==> src/sv/ptfc_pkg.sv <==
// Shared types and codes for the page table and frame claim block
`timescale 1ns / 1ps
package ptfc_pkg;
    localparam logic [1:0] REQ_ALLOC = 2'd0;
    localparam logic [1:0] REQ_ACCESS = 2'd1;
    localparam logic [1:0] REQ_CLAIM = 2'd2;
    localparam logic [1:0] REQ_NONE = 2'd3;

    localparam logic [2:0] ST_DONE = 3'd0;
    localparam logic [2:0] ST_HIT = 3'd1;
    localparam logic [2:0] ST_FAULT = 3'd2;
    localparam logic [2:0] ST_DENIED = 3'd3;
    localparam logic [2:0] ST_NOT_ALLOC = 3'd4;
    localparam logic [2:0] ST_BAD_ARG = 3'd5;

    localparam logic [1:0] CFG_PAGE_SHIFT = 2'd0;
    localparam logic [1:0] CFG_PROCS = 2'd1;
    localparam logic [1:0] CFG_PAGES = 2'd2;

    // table sizes
    localparam int PROC_CNT = 4;
    localparam int PAGE_CNT = 64;
    localparam int FRAME_CNT = 16;

    // entry flag bit positions
    localparam int FL_ALLOC_B = 3;
    localparam int FL_VALID_B = 4;
    localparam int FL_REF_B = 5;
    localparam int FL_DIRTY_B = 6;

    // controller to datapath
    typedef struct packed {
        logic load;     // capture input beat
        logic read;     // read entry, frame tables
        logic update;   // apply writes, form result
    } ptfc_cmd_t;

    typedef struct packed {
        logic busy_clear; // reserved for status, always 0
    } ptfc_sts_t;
endpackage

==> src/sv/ptfc_ctrl.sv <==
// Controller: sequences capture, table read and update for one request
`timescale 1ns / 1ps
module ptfc_ctrl
    import ptfc_pkg::*;
(
    input  logic      clk,
    input  logic      rst_n,
    input  logic      in_valid,
    output logic      in_stall,
    output logic      out_valid,
    input  logic      out_stall,
    output ptfc_cmd_t cmd
);
    typedef enum logic [3:0] {
        S_IDLE = 4'b0001,
        S_READ = 4'b0010,
        S_UPD  = 4'b0100,
        S_OUT  = 4'b1000
    } state_t;

    state_t state_reg, state_next;

    always_ff @(posedge clk or negedge rst_n)
    begin
        if (!rst_n)
            state_reg <= S_IDLE;
        else
            state_reg <= state_next;
    end

    // the result register holds while the next beat is taken in
    assign in_stall = !(state_reg == S_IDLE || (state_reg == S_OUT && !out_stall));
    assign out_valid = (state_reg == S_OUT);

    always_comb
    begin
        state_next = state_reg;
        cmd = '0;
        cmd.load = in_valid && !in_stall;
        case (state_reg)
            S_IDLE: if (in_valid) state_next = S_READ;
            S_READ:
            begin
                cmd.read = 1'b1;
                state_next = S_UPD;
            end
            S_UPD:
            begin
                cmd.update = 1'b1;
                state_next = S_OUT;
            end
            S_OUT:
                if (!out_stall)
                    state_next = in_valid ? S_READ : S_IDLE;
            default: state_next = S_IDLE;
        endcase
    end

    a_onehot: assert property (@(posedge clk) disable iff (!rst_n) $onehot(state_reg))
        else $error("state not one-hot");
    a_load_to_read: assert property (@(posedge clk) disable iff (!rst_n)
        cmd.load |=> state_reg == S_READ) else $error("load not followed by read");
    a_read_to_upd: assert property (@(posedge clk) disable iff (!rst_n)
        state_reg == S_READ |=> state_reg == S_UPD) else $error("read not followed by update");
    a_out_hold: assert property (@(posedge clk) disable iff (!rst_n)
        out_valid && out_stall |=> out_valid) else $error("result dropped");
endmodule

==> config.mk <==
export PLATFORM = sky130hd
export DESIGN_NAME = ptfc_ctrl
export DESIGN_NICKNAME = d
export VERILOG_FILES = /design/src/sv/ptfc_pkg.sv /design/src/sv/ptfc_ctrl.sv
export SDC_FILE = /design/constraint.sdc
export NUM_CORES = 1
export LEC_CHECK = 0
export BUFFER_PORTS_ARGS = -buffer_cell sky130_fd_sc_hd__buf_2
export CAP_MARGIN = 20
export CELL_PAD_IN_SITES_DETAIL_PLACEMENT = 0
export CELL_PAD_IN_SITES_GLOBAL_PLACEMENT = 1
export CORE_AREA = 4 4 41 43
export DETAILED_ROUTE_END_ITERATION = 8
export DIE_AREA = 0 0 45 47
export HOLD_SLACK_MARGIN = 0.12
export PLACE_DENSITY_LB_ADDON = 0.1
export SLEW_MARGIN = 10
export SYNTH_ARGS = -nofsm -noshare
export SYNTH_HDL_FRONTEND = slang
export SYNTH_SLANG_ARGS = --single-unit
==> constraint.sdc <==
create_clock -name clk -period 1.5 [get_ports clk]
set_clock_uncertainty 0.05 [all_clocks]
set_input_delay 0.45 -clock clk [delete_from_list [all_inputs] [get_ports clk]]
set_output_delay 0.45 -clock clk [all_outputs]
set_load 0.1 [all_outputs]
==> impl_metrics.tcl, run 1 <==
set metrics [dict create \
    failing_checks "setup timing" \
    vias_per_cell 4.52 \
    die_h_um 47 \
    power.net_switching_mw 0.611 \
    detailedRoute.firstIterationViolations 10 \
    largest_register_ff_count 4 \
    cts-buffers-inserted 3 \
    ant_nets 0 \
    die_area_um2 2120 \
    outcome "finished with violations" \
    final_cell_count_no_fill 67 \
    yosys.area_share.xor_xnor 0 \
    ff2ff_setup_slack_ps 170 \
    cell_area_after_layout_um2 594 \
    hold_slack_ps 483 \
    synth.distinct_cells 17 \
    coreArea_um2 1300 \
    final_util 0.457 \
    timing.final.hold_violations 0 \
    seq_area_frac_synth 0.420 \
    drive_gt1_frac 0.731 \
    worst_r2r_startpoint "state_reg[3]" \
    grt_setup_unrepaired "yes" \
    clock-sinks 4 \
    path_cells "buf_4 > nor2b_4 > o21ai_4 > nor2_4 > buf_12" \
    worstSetupEndpointType "output port" \
    post_synth_main_area_contributors "sky130_fd_sc_hd__dfrtp_1 31%, sky130_fd_sc_hd__dfstp_2 11%, sky130_fd_sc_hd__nor2_1 7.8%" \
    slew_violations 0 \
    drt_pass1_iterations 4 \
    crit-reg2reg-capture "state_reg[0]" \
    synthMostInstantiatedCell "sky130_fd_sc_hd__nor2_1" \
    max_cap_viol_count 0 \
    synthSimpleGateAreaFrac 0.420 \
    vias 303 \
    power_leakage_nw 0.253 \
    intPower_mw 0.652 \
    gp_congestion 0.776 \
    ys_async_sr_fraction 1.00 \
    port_buffers 8 \
    synth_top_area_share 0.311 \
    cp-start-kind "flip-flop" \
    path_clk_slew_ps 40 \
    layout_min_cycle_time_ps 1830 \
    drt_wl_total_um 862 \
    worstPathBufferInverterCount 2 \
    worst_ep_arrival_time_ps 1330 \
    worstMarginPinSlew_ps 353 \
    hold_depth 3 \
    delay_of_the_slowest_cell_on_the_worst_path_ps 440 \
    cts_root_buf "sky130_fd_sc_hd__clkbuf_4" \
    wire_per_inst_um 12.9 \
    worst-path-max-fanout 5 \
    cts.path.max_buffers 2 \
    ys_seq_elements 4 \
    gr-total-overflow 0 \
    power.share.sequential 0.159 \
    hold_path_startpoint "in_valid" \
    ys_top_cells_by_count "5 x sky130_fd_sc_hd__nor2_1, 3 x sky130_fd_sc_hd__dfrtp_1, 2 x sky130_fd_sc_hd__nand2b_1, 2 x sky130_fd_sc_hd__nor3_1, 2 x sky130_fd_sc_hd__o21ai_1" \
    yosysTopAreaCell "sky130_fd_sc_hd__dfrtp_1" \
    synth_top_family_by_area "simple AND/OR/NAND/NOR gates" \
    crit_cells 5 \
    hold_path_class "input pin to flip-flop" \
    start_util 0.186 \
    design_power_total_mw 1.26 \
    power_density_nw_per_um2 2120 \
    synthAdderAreaFrac 0 \
    h-tree-depth 1 \
    route.detailed.drc 0 \
    timing.setup.tns_ps -1440 \
    pin_count_of_the_biggest_net_entering_global_routing 6 \
    post_syn_area_per_cell_um2 9.29 \
    grt_pass1_vias 325 \
    clk-insertion-delay-late_ps 240 \
    setup-violations-final 5 \
    depth_of_the_worst_register_to_register_path 4 \
    critical_path.top_delay_family "flip-flops" \
    cells_after_synthesis 26 \
    post_synth_mux_area_share 0 \
    sw_frac_of_total 0.484 \
    postPlaceCellArea_um2 520 \
    fmaxAchievable_ghz 0.546 \
    final.fill_count 128 \
    yosys_most_used_dff "sky130_fd_sc_hd__dfrtp_1" \
    area_delta_synth_final_pct 146 \
    die_w_um 45 \
    n_antenna_cell 0 \
    num_rows 13 \
    pre_cts_ws_ps -195 \
    timing.critical_path.required_ps 1000 \
    post_synthesis_compound_gate_area_fraction 0.124 \
    endpoint_of_the_worst_hold_path "state_reg[1]" \
    syn-cell-area_um2 241 \
    place_inst 59 \
    relSlewSlack 0.762 \
    fraction_of_power_consumed_by_the_clock_network 0.116 \
    fin_ws_ps -331 \
    fin_crit_sh 1.22 \
    dp.final_hpwl_um 674 \
    antenna_found_initial 0 \
    wire_length_of_the_first_global_routing_pass_um 1450 \
    synth_fp_nets 30 \
    critPathKind "flip-flop to output port" \
    synth-edff-count 0 \
    ir_drop_v 0.00161 \
    comb_power_share 0.725 \
    worst_path_max_delay_cell "sky130_fd_sc_hd__dfrtp_2" \
    tritoncts "done" \
    pin_count 9 \
    fin_nets 57 \
    grt_usage 0.108 \
    ys.warnings.count 0 \
]
cells by family after synthesis:
group	count (synthesis)
AOI/OAI and AO/OA	4
and+or+nand+nor	16
buffers and inverters	2
DFF	4
repair_timing:
action                                 in CTS  in global routing
pin swaps                                   3                  3
endpoints found under the hold margin       3                  0
setup buffers                               2                  1
setup endpoints to repair                   5                  5
gates resized for setup                     3                  0
hold buffers                                1                  0
gates cloned                                0                  0
worst max path at each step:
stage / slack (ps) / startpoint / to
after floorplan: -620 / state_reg[0] / cmd[2]
after global placement: -170 / out_stall / cmd[2]
after detailed placement: -200 / out_stall / cmd[2]
after CTS: -370 / state_reg[0] / in_stall
after global routing: -390 / state_reg[0] / cmd[2]
final: -330 / state_reg[3] / cmd[2]
per-layer routing:
metal,GRT usage,share of wire,up-vias
met5,0,0,-
met3,0.0421,0.048,2
met4,0.105,0.020,0
li1,-,-,146
met2,0.167,0.52,11
met1,0.110,0.41,144
power by group through the flow:
stage	Combinational [mW]	Clock [mW]	Sequential, mW
2_1_floorplan	0.545	0	0.196
3_3_place_gp	0.846	0	0.201
3_5_place_dp	0.866	0	0.203
4_1_cts	0.911	0.150	0.202
5_1_grt	0.953	0.161	0.207
6_report	0.915	0.147	0.201
cell type report:
class	instances	area [µm²]	area share
repair buffers	23	238	0.400
multi-input cells	20	204	0.343
flip-flops and latches	4	104	0.175
clock buffers	4	26.3	0.0442
well taps	15	18.8	0.0316
inverters	1	3.75	0.00632
cell usage in the layout, fill, tap and decap left out, drive strengths merged:
master,n
a211oi,1
a21boi,1
buf,22
clkbuf,4
dfrtp,3
dfstp,1
dlygate4sd3,1
inv,1
nand2,1
nand2b,2
nand3b,1
nor2,5
nor2b,1
nor3,2
nor3b,1
nor4,1
nor4b,2
o21ai,2
tightest hold or removal path, cell delays in order:
cell and delay (ps):
sky130_fd_sc_hd__buf_2 110, sky130_fd_sc_hd__inv_1 100, sky130_fd_sc_hd__nor2_1 70
No activity file was read; power rests on OpenSTA's default activity.
==> run 2, diff against run 1 <==
--- a/config.mk
+++ b/config.mk
@@ -8,10 +8,10 @@
 export BUFFER_PORTS_ARGS = -buffer_cell sky130_fd_sc_hd__buf_2
 export CAP_MARGIN = 20
 export CELL_PAD_IN_SITES_DETAIL_PLACEMENT = 0
-export CELL_PAD_IN_SITES_GLOBAL_PLACEMENT = 1
-export CORE_AREA = 4 4 41 43
+export CELL_PAD_IN_SITES_GLOBAL_PLACEMENT = 2
+export CORE_AREA = 2 2 39 41
 export DETAILED_ROUTE_END_ITERATION = 8
-export DIE_AREA = 0 0 45 47
+export DIE_AREA = 0 0 41 43
 export HOLD_SLACK_MARGIN = 0.12
 export PLACE_DENSITY_LB_ADDON = 0.1
 export SLEW_MARGIN = 10
==> impl_metrics.tcl, run 2 (synthesis results as in run 1) <==
set metrics [dict create \
    delay_of_the_slowest_cell_on_the_worst_path_ps 370 \
    worst_path_max_delay_cell "sky130_fd_sc_hd__dfstp_2" \
    power_density_nw_per_um2 2100 \
    layout_min_cycle_time_ps 1820 \
    outcome "finished with violations" \
    die_h_um 43 \
    detailedRoute.firstIterationViolations 0 \
    tritoncts "done" \
    grt_pass1_vias 290 \
    coreArea_um2 1380 \
    critPathKind "flip-flop to output port" \
    gr-total-overflow 0 \
    hold_slack_ps 483 \
    h-tree-depth 1 \
    ant_nets 0 \
    pin_count 9 \
    num_rows 14 \
    drt_pass1_iterations 1 \
    path_cells "buf_4 > nor4b_4 > buf_12" \
    drt_wl_total_um 699 \
    register_area_um2 104 \
    worstSetupEndpointType "output port" \
    hold_path_class "input pin to flip-flop" \
    timing.setup.tns_ps -1440 \
    fin_ws_ps -320 \
    timing.final.hold_violations 0 \
    drive_gt1_frac 0.712 \
    wire_length_of_the_first_global_routing_pass_um 1190 \
    route.detailed.drc 0 \
    start_util 0.175 \
    ir_drop_v 0.00129 \
    design_power_total_mw 1.23 \
    grt_usage 0.107 \
    fin_crit_sh 1.21 \
    hold_depth 3 \
    vias 268 \
    wire_per_inst_um 10.3 \
    multiInputGateArea_um2 196 \
    vias_per_cell 3.94 \
    clock-sinks 4 \
    depth_of_the_worst_register_to_register_path 5 \
    path_clk_slew_ps 40 \
    largest_register_ff_count 4 \
    grt_setup_unrepaired "yes" \
    final.fill_count 141 \
    max_cap_viol_count 0 \
    worst_ep_arrival_time_ps 1320 \
    antenna_found_initial 0 \
    clk-insertion-delay-late_ps 240 \
    worst-path-max-fanout 6 \
    fmaxAchievable_ghz 0.549 \
    slew_violations 0 \
    pin_count_of_the_biggest_net_entering_global_routing 7 \
    setup-violations-final 5 \
    n_antenna_cell 0 \
    cts.path.max_buffers 2 \
    gp_congestion 0.684 \
    layout.cells.most_common "sky130_fd_sc_hd__buf_4" \
    mostFrequentLayoutCells "12 x sky130_fd_sc_hd__buf_4, 5 x sky130_fd_sc_hd__buf_12, 4 x sky130_fd_sc_hd__nor2_1, 3 x sky130_fd_sc_hd__clkbuf_4, 3 x sky130_fd_sc_hd__buf_2" \
    die_w_um 41 \
    power_leakage_nw 0.254 \
    port_buffers 8 \
    timing.critical_path.required_ps 1000 \
    worstMarginPinSlew_ps 343 \
    fin_nets 57 \
    dp.final_hpwl_um 567 \
    die_area_um2 1760 \
    cp-start-kind "flip-flop" \
    cts_root_buf "sky130_fd_sc_hd__clkbuf_4" \
    relSlewSlack 0.769 \
    area_delta_synth_final_pct 144 \
    cts-buffers-inserted 3 \
    failing_checks "setup timing" \
]
run 2: cell counts in the layout (fill, tap and decap cells not counted):
Identical to the previous run, type by type.
run 2: layout make-up:
cell class,count,share of cell area
multi-input cells,20,0.334
clock buffers,4,0.0447
well taps,16,0.0340
inverters,1,0.00638
flip-flops and latches,4,0.177
repair buffers,23,0.404
run 2: repair_timing:
item,in CTS,in global routing
gates resized for setup,1,1
setup endpoints to repair,5,5
hold buffers,1,0
buffers inserted,5,0
pin swaps,2,0
cloned,0,0
endpoints found under the hold margin,3,0
run 2: metal layers:
layer  vias to the layer above  track usage  routed length, µm
met5                         -            0                  0
met4                         0        0.120                  0
met3                         0            0                 11
met2                         5        0.144                403
met1                       119        0.137                284
li1                        144            -                  -
run 2: power breakdown:
group / total (mW) / switching (mW) / internal (mW)
logic: 0.897 / 0.503 / 0.393
clock network: 0.145 / 0.0448 / 0.0999
registers: 0.191 / 0.0410 / 0.150
run 2: final timing paths:
kind	slack [ps]	end	from
min in group asynchronous	490	state_reg[1]	rst_n
max in group asynchronous	700	state_reg[0]	rst_n
hold / removal	480	state_reg[1]	in_valid
setup / recovery	-320	cmd[1]	state_reg[0]
setup reg to reg	180	state_reg[0]	state_reg[0]
hold reg to reg	580	state_reg[2]	state_reg[2]
run 2: stage by stage:
stage	instance area, µm²	utilization	instances	setup slack, ps
3_5_place_dp	507	0.366	58	-211
5_1_grt	588	0.425	68	-388
3_3_place_gp	507	0.366	58	-180
4_1_cts	584	0.422	68	-336
6_report	588	0.425	68	-320
2_1_floorplan	318	-	26	-619
run 2: critical path: cells and delay by family (launching register included):
family,cells,cell delay (ps)
buffers and inverters,2,390
DFF,1,370
and+or+nand+nor,1,330
==> run 3, diff against run 2 <==
--- a/config.mk
+++ b/config.mk
@@ -14,6 +14,7 @@
 export DIE_AREA = 0 0 41 43
 export HOLD_SLACK_MARGIN = 0.12
 export PLACE_DENSITY_LB_ADDON = 0.1
+export SKIP_CTS_REPAIR_TIMING = 1
 export SLEW_MARGIN = 10
 export SYNTH_ARGS = -nofsm -noshare
 export SYNTH_HDL_FRONTEND = slang
==> impl_metrics.tcl, run 3 (synthesis results as in run 1) <==
set metrics [dict create \
    outcome "finished with violations" \
    failing_checks "setup timing" \
    timing.critical_path.required_ps 1000 \
    grt_usage 0.0978 \
    worst-path-max-fanout 8 \
    worstSetupEndpointType "output port" \
    vias 255 \
    worst_path_max_delay_cell "sky130_fd_sc_hd__dfrtp_2" \
    critical_path.top_delay_family "flip-flops" \
    grt_setup_unrepaired "yes" \
    fmaxAchievable_ghz 0.532 \
    relSlewSlack 0.767 \
    cts_root_buf "sky130_fd_sc_hd__clkbuf_4" \
    design_power_total_mw 1.23 \
    dp.final_hpwl_um 567 \
    cp-startpoint "state_reg[3]" \
    fin_nets 54 \
    cts-buffers-inserted 3 \
    tritoncts "done" \
    hold_slack_ps 479 \
    port_buffers 8 \
    die_area_um2 1760 \
    start_util 0.175 \
    n_antenna_cell 0 \
    clock-sinks 4 \
    largest_register_ff_count 4 \
    layout.cells.most_common "sky130_fd_sc_hd__buf_4" \
    num_rows 14 \
    gp_congestion 0.684 \
    die_w_um 41 \
    vias_per_cell 3.92 \
    drt_wl_total_um 692 \
    slew_violations 0 \
    worst_r2r_startpoint "state_reg[0]" \
    route.detailed.drc 0 \
    drt_pass1_iterations 1 \
    power_density_nw_per_um2 2160 \
    cts.path.max_buffers 2 \
    die_h_um 43 \
    worstMarginPinSlew_ps 346 \
    antenna_found_initial 0 \
    path_clk_slew_ps 40 \
    critPathKind "flip-flop to output port" \
    fin_crit_sh 1.25 \
    fin_ws_ps -379 \
    h-tree-depth 1 \
    grt_pass1_vias 260 \
    max_cap_viol_count 0 \
    layout_min_cycle_time_ps 1880 \
    delay_of_the_slowest_cell_on_the_worst_path_ps 460 \
    detailedRoute.firstIterationViolations 0 \
    cp-start-kind "flip-flop" \
    gr-total-overflow 0 \
    setup-violations-final 5 \
    wire_length_of_the_first_global_routing_pass_um 1070 \
    hold_path_startpoint "in_valid" \
    worst_ep_arrival_time_ps 1380 \
    wire_per_inst_um 10.6 \
    path_cells "nor3b_4 > o21ai_4 > buf_6 > buf_12" \
    timing.final.hold_violations 0 \
    ant_nets 0 \
    pin_count 9 \
    mostFrequentLayoutCells "10 x sky130_fd_sc_hd__buf_4, 5 x sky130_fd_sc_hd__buf_12, 4 x sky130_fd_sc_hd__nor2_1, 3 x sky130_fd_sc_hd__clkbuf_4, 3 x sky130_fd_sc_hd__buf_2" \
    pre_cts_ws_ps -211 \
    clk-insertion-delay-late_ps 240 \
    hold_path_class "input pin to flip-flop" \
    coreArea_um2 1380 \
    pin_count_of_the_biggest_net_entering_global_routing 9 \
    area_delta_synth_final_pct 135 \
    power_leakage_nw 0.243 \
    timing.setup.tns_ps -1630 \
    drive_gt1_frac 0.694 \
    worstPathBufferInverterCount 2 \
    ir_drop_v 0.00129 \
]
-- run 3: changes by cell type in the layout (fill, tap and decap cells not counted) --
| cell | previous run | this run |
|---|---|---|
| sky130_fd_sc_hd__nor3b_2 | 1 | 0 |
| sky130_fd_sc_hd__nor3b_4 | 0 | 1 |
| sky130_fd_sc_hd__buf_6 | 2 | 1 |
| sky130_fd_sc_hd__buf_4 | 12 | 10 |
-- run 3: area by class of cell --
type                       instances  area, µm²
clock buffer                       4       26.3
fill                             141        816
inverter                           1       3.75
multi-input combinational         20        203
sequential                         4        104
tap                               16       20.0
timing repair buffer              20        211
-- run 3: report_power, final --
group / internal, mW / total (mW) / switching [mW]
logic: 0.385 / 0.883 / 0.498
clock network: 0.0999 / 0.145 / 0.0449
registers: 0.150 / 0.201 / 0.0506
total: 0.635 / 1.23 / 0.594
-- run 3: worst min-delay path: stages --
cell and delay, ps:
sky130_fd_sc_hd__buf_2 110, sky130_fd_sc_hd__inv_1 100, sky130_fd_sc_hd__nor2_1 60
-- run 3: final timing paths --
path                                 to  slack (ps)  cells past startpoint
max                            in_stall        -380                      4
min                        state_reg[1]         480                      3
max reg2reg                state_reg[0]         200                      4
min reg2reg                state_reg[2]         500                      1
max in group asynchronous  state_reg[0]         700                      2
min in group asynchronous  state_reg[1]         490                      2
-- run 3: metal layers --
layer  vias to the layer above  wire [µm]  GRT usage  part of all wire
li1                        137          -          -                 -
met1                       113        288      0.127              0.42
met2                         5        391      0.125              0.57
met3                         0         11          0             0.016
met4                         0          0      0.120                 0
met5                         -          0          0                 0
-- run 3: stage by stage --
step	cell area (µm²)	std cells	util
2_1_floorplan	318	26	-
3_3_place_gp	507	58	0.366
3_5_place_dp	507	58	0.366
4_1_cts	533	62	0.385
5_1_grt	568	65	0.410
6_report	568	65	0.410
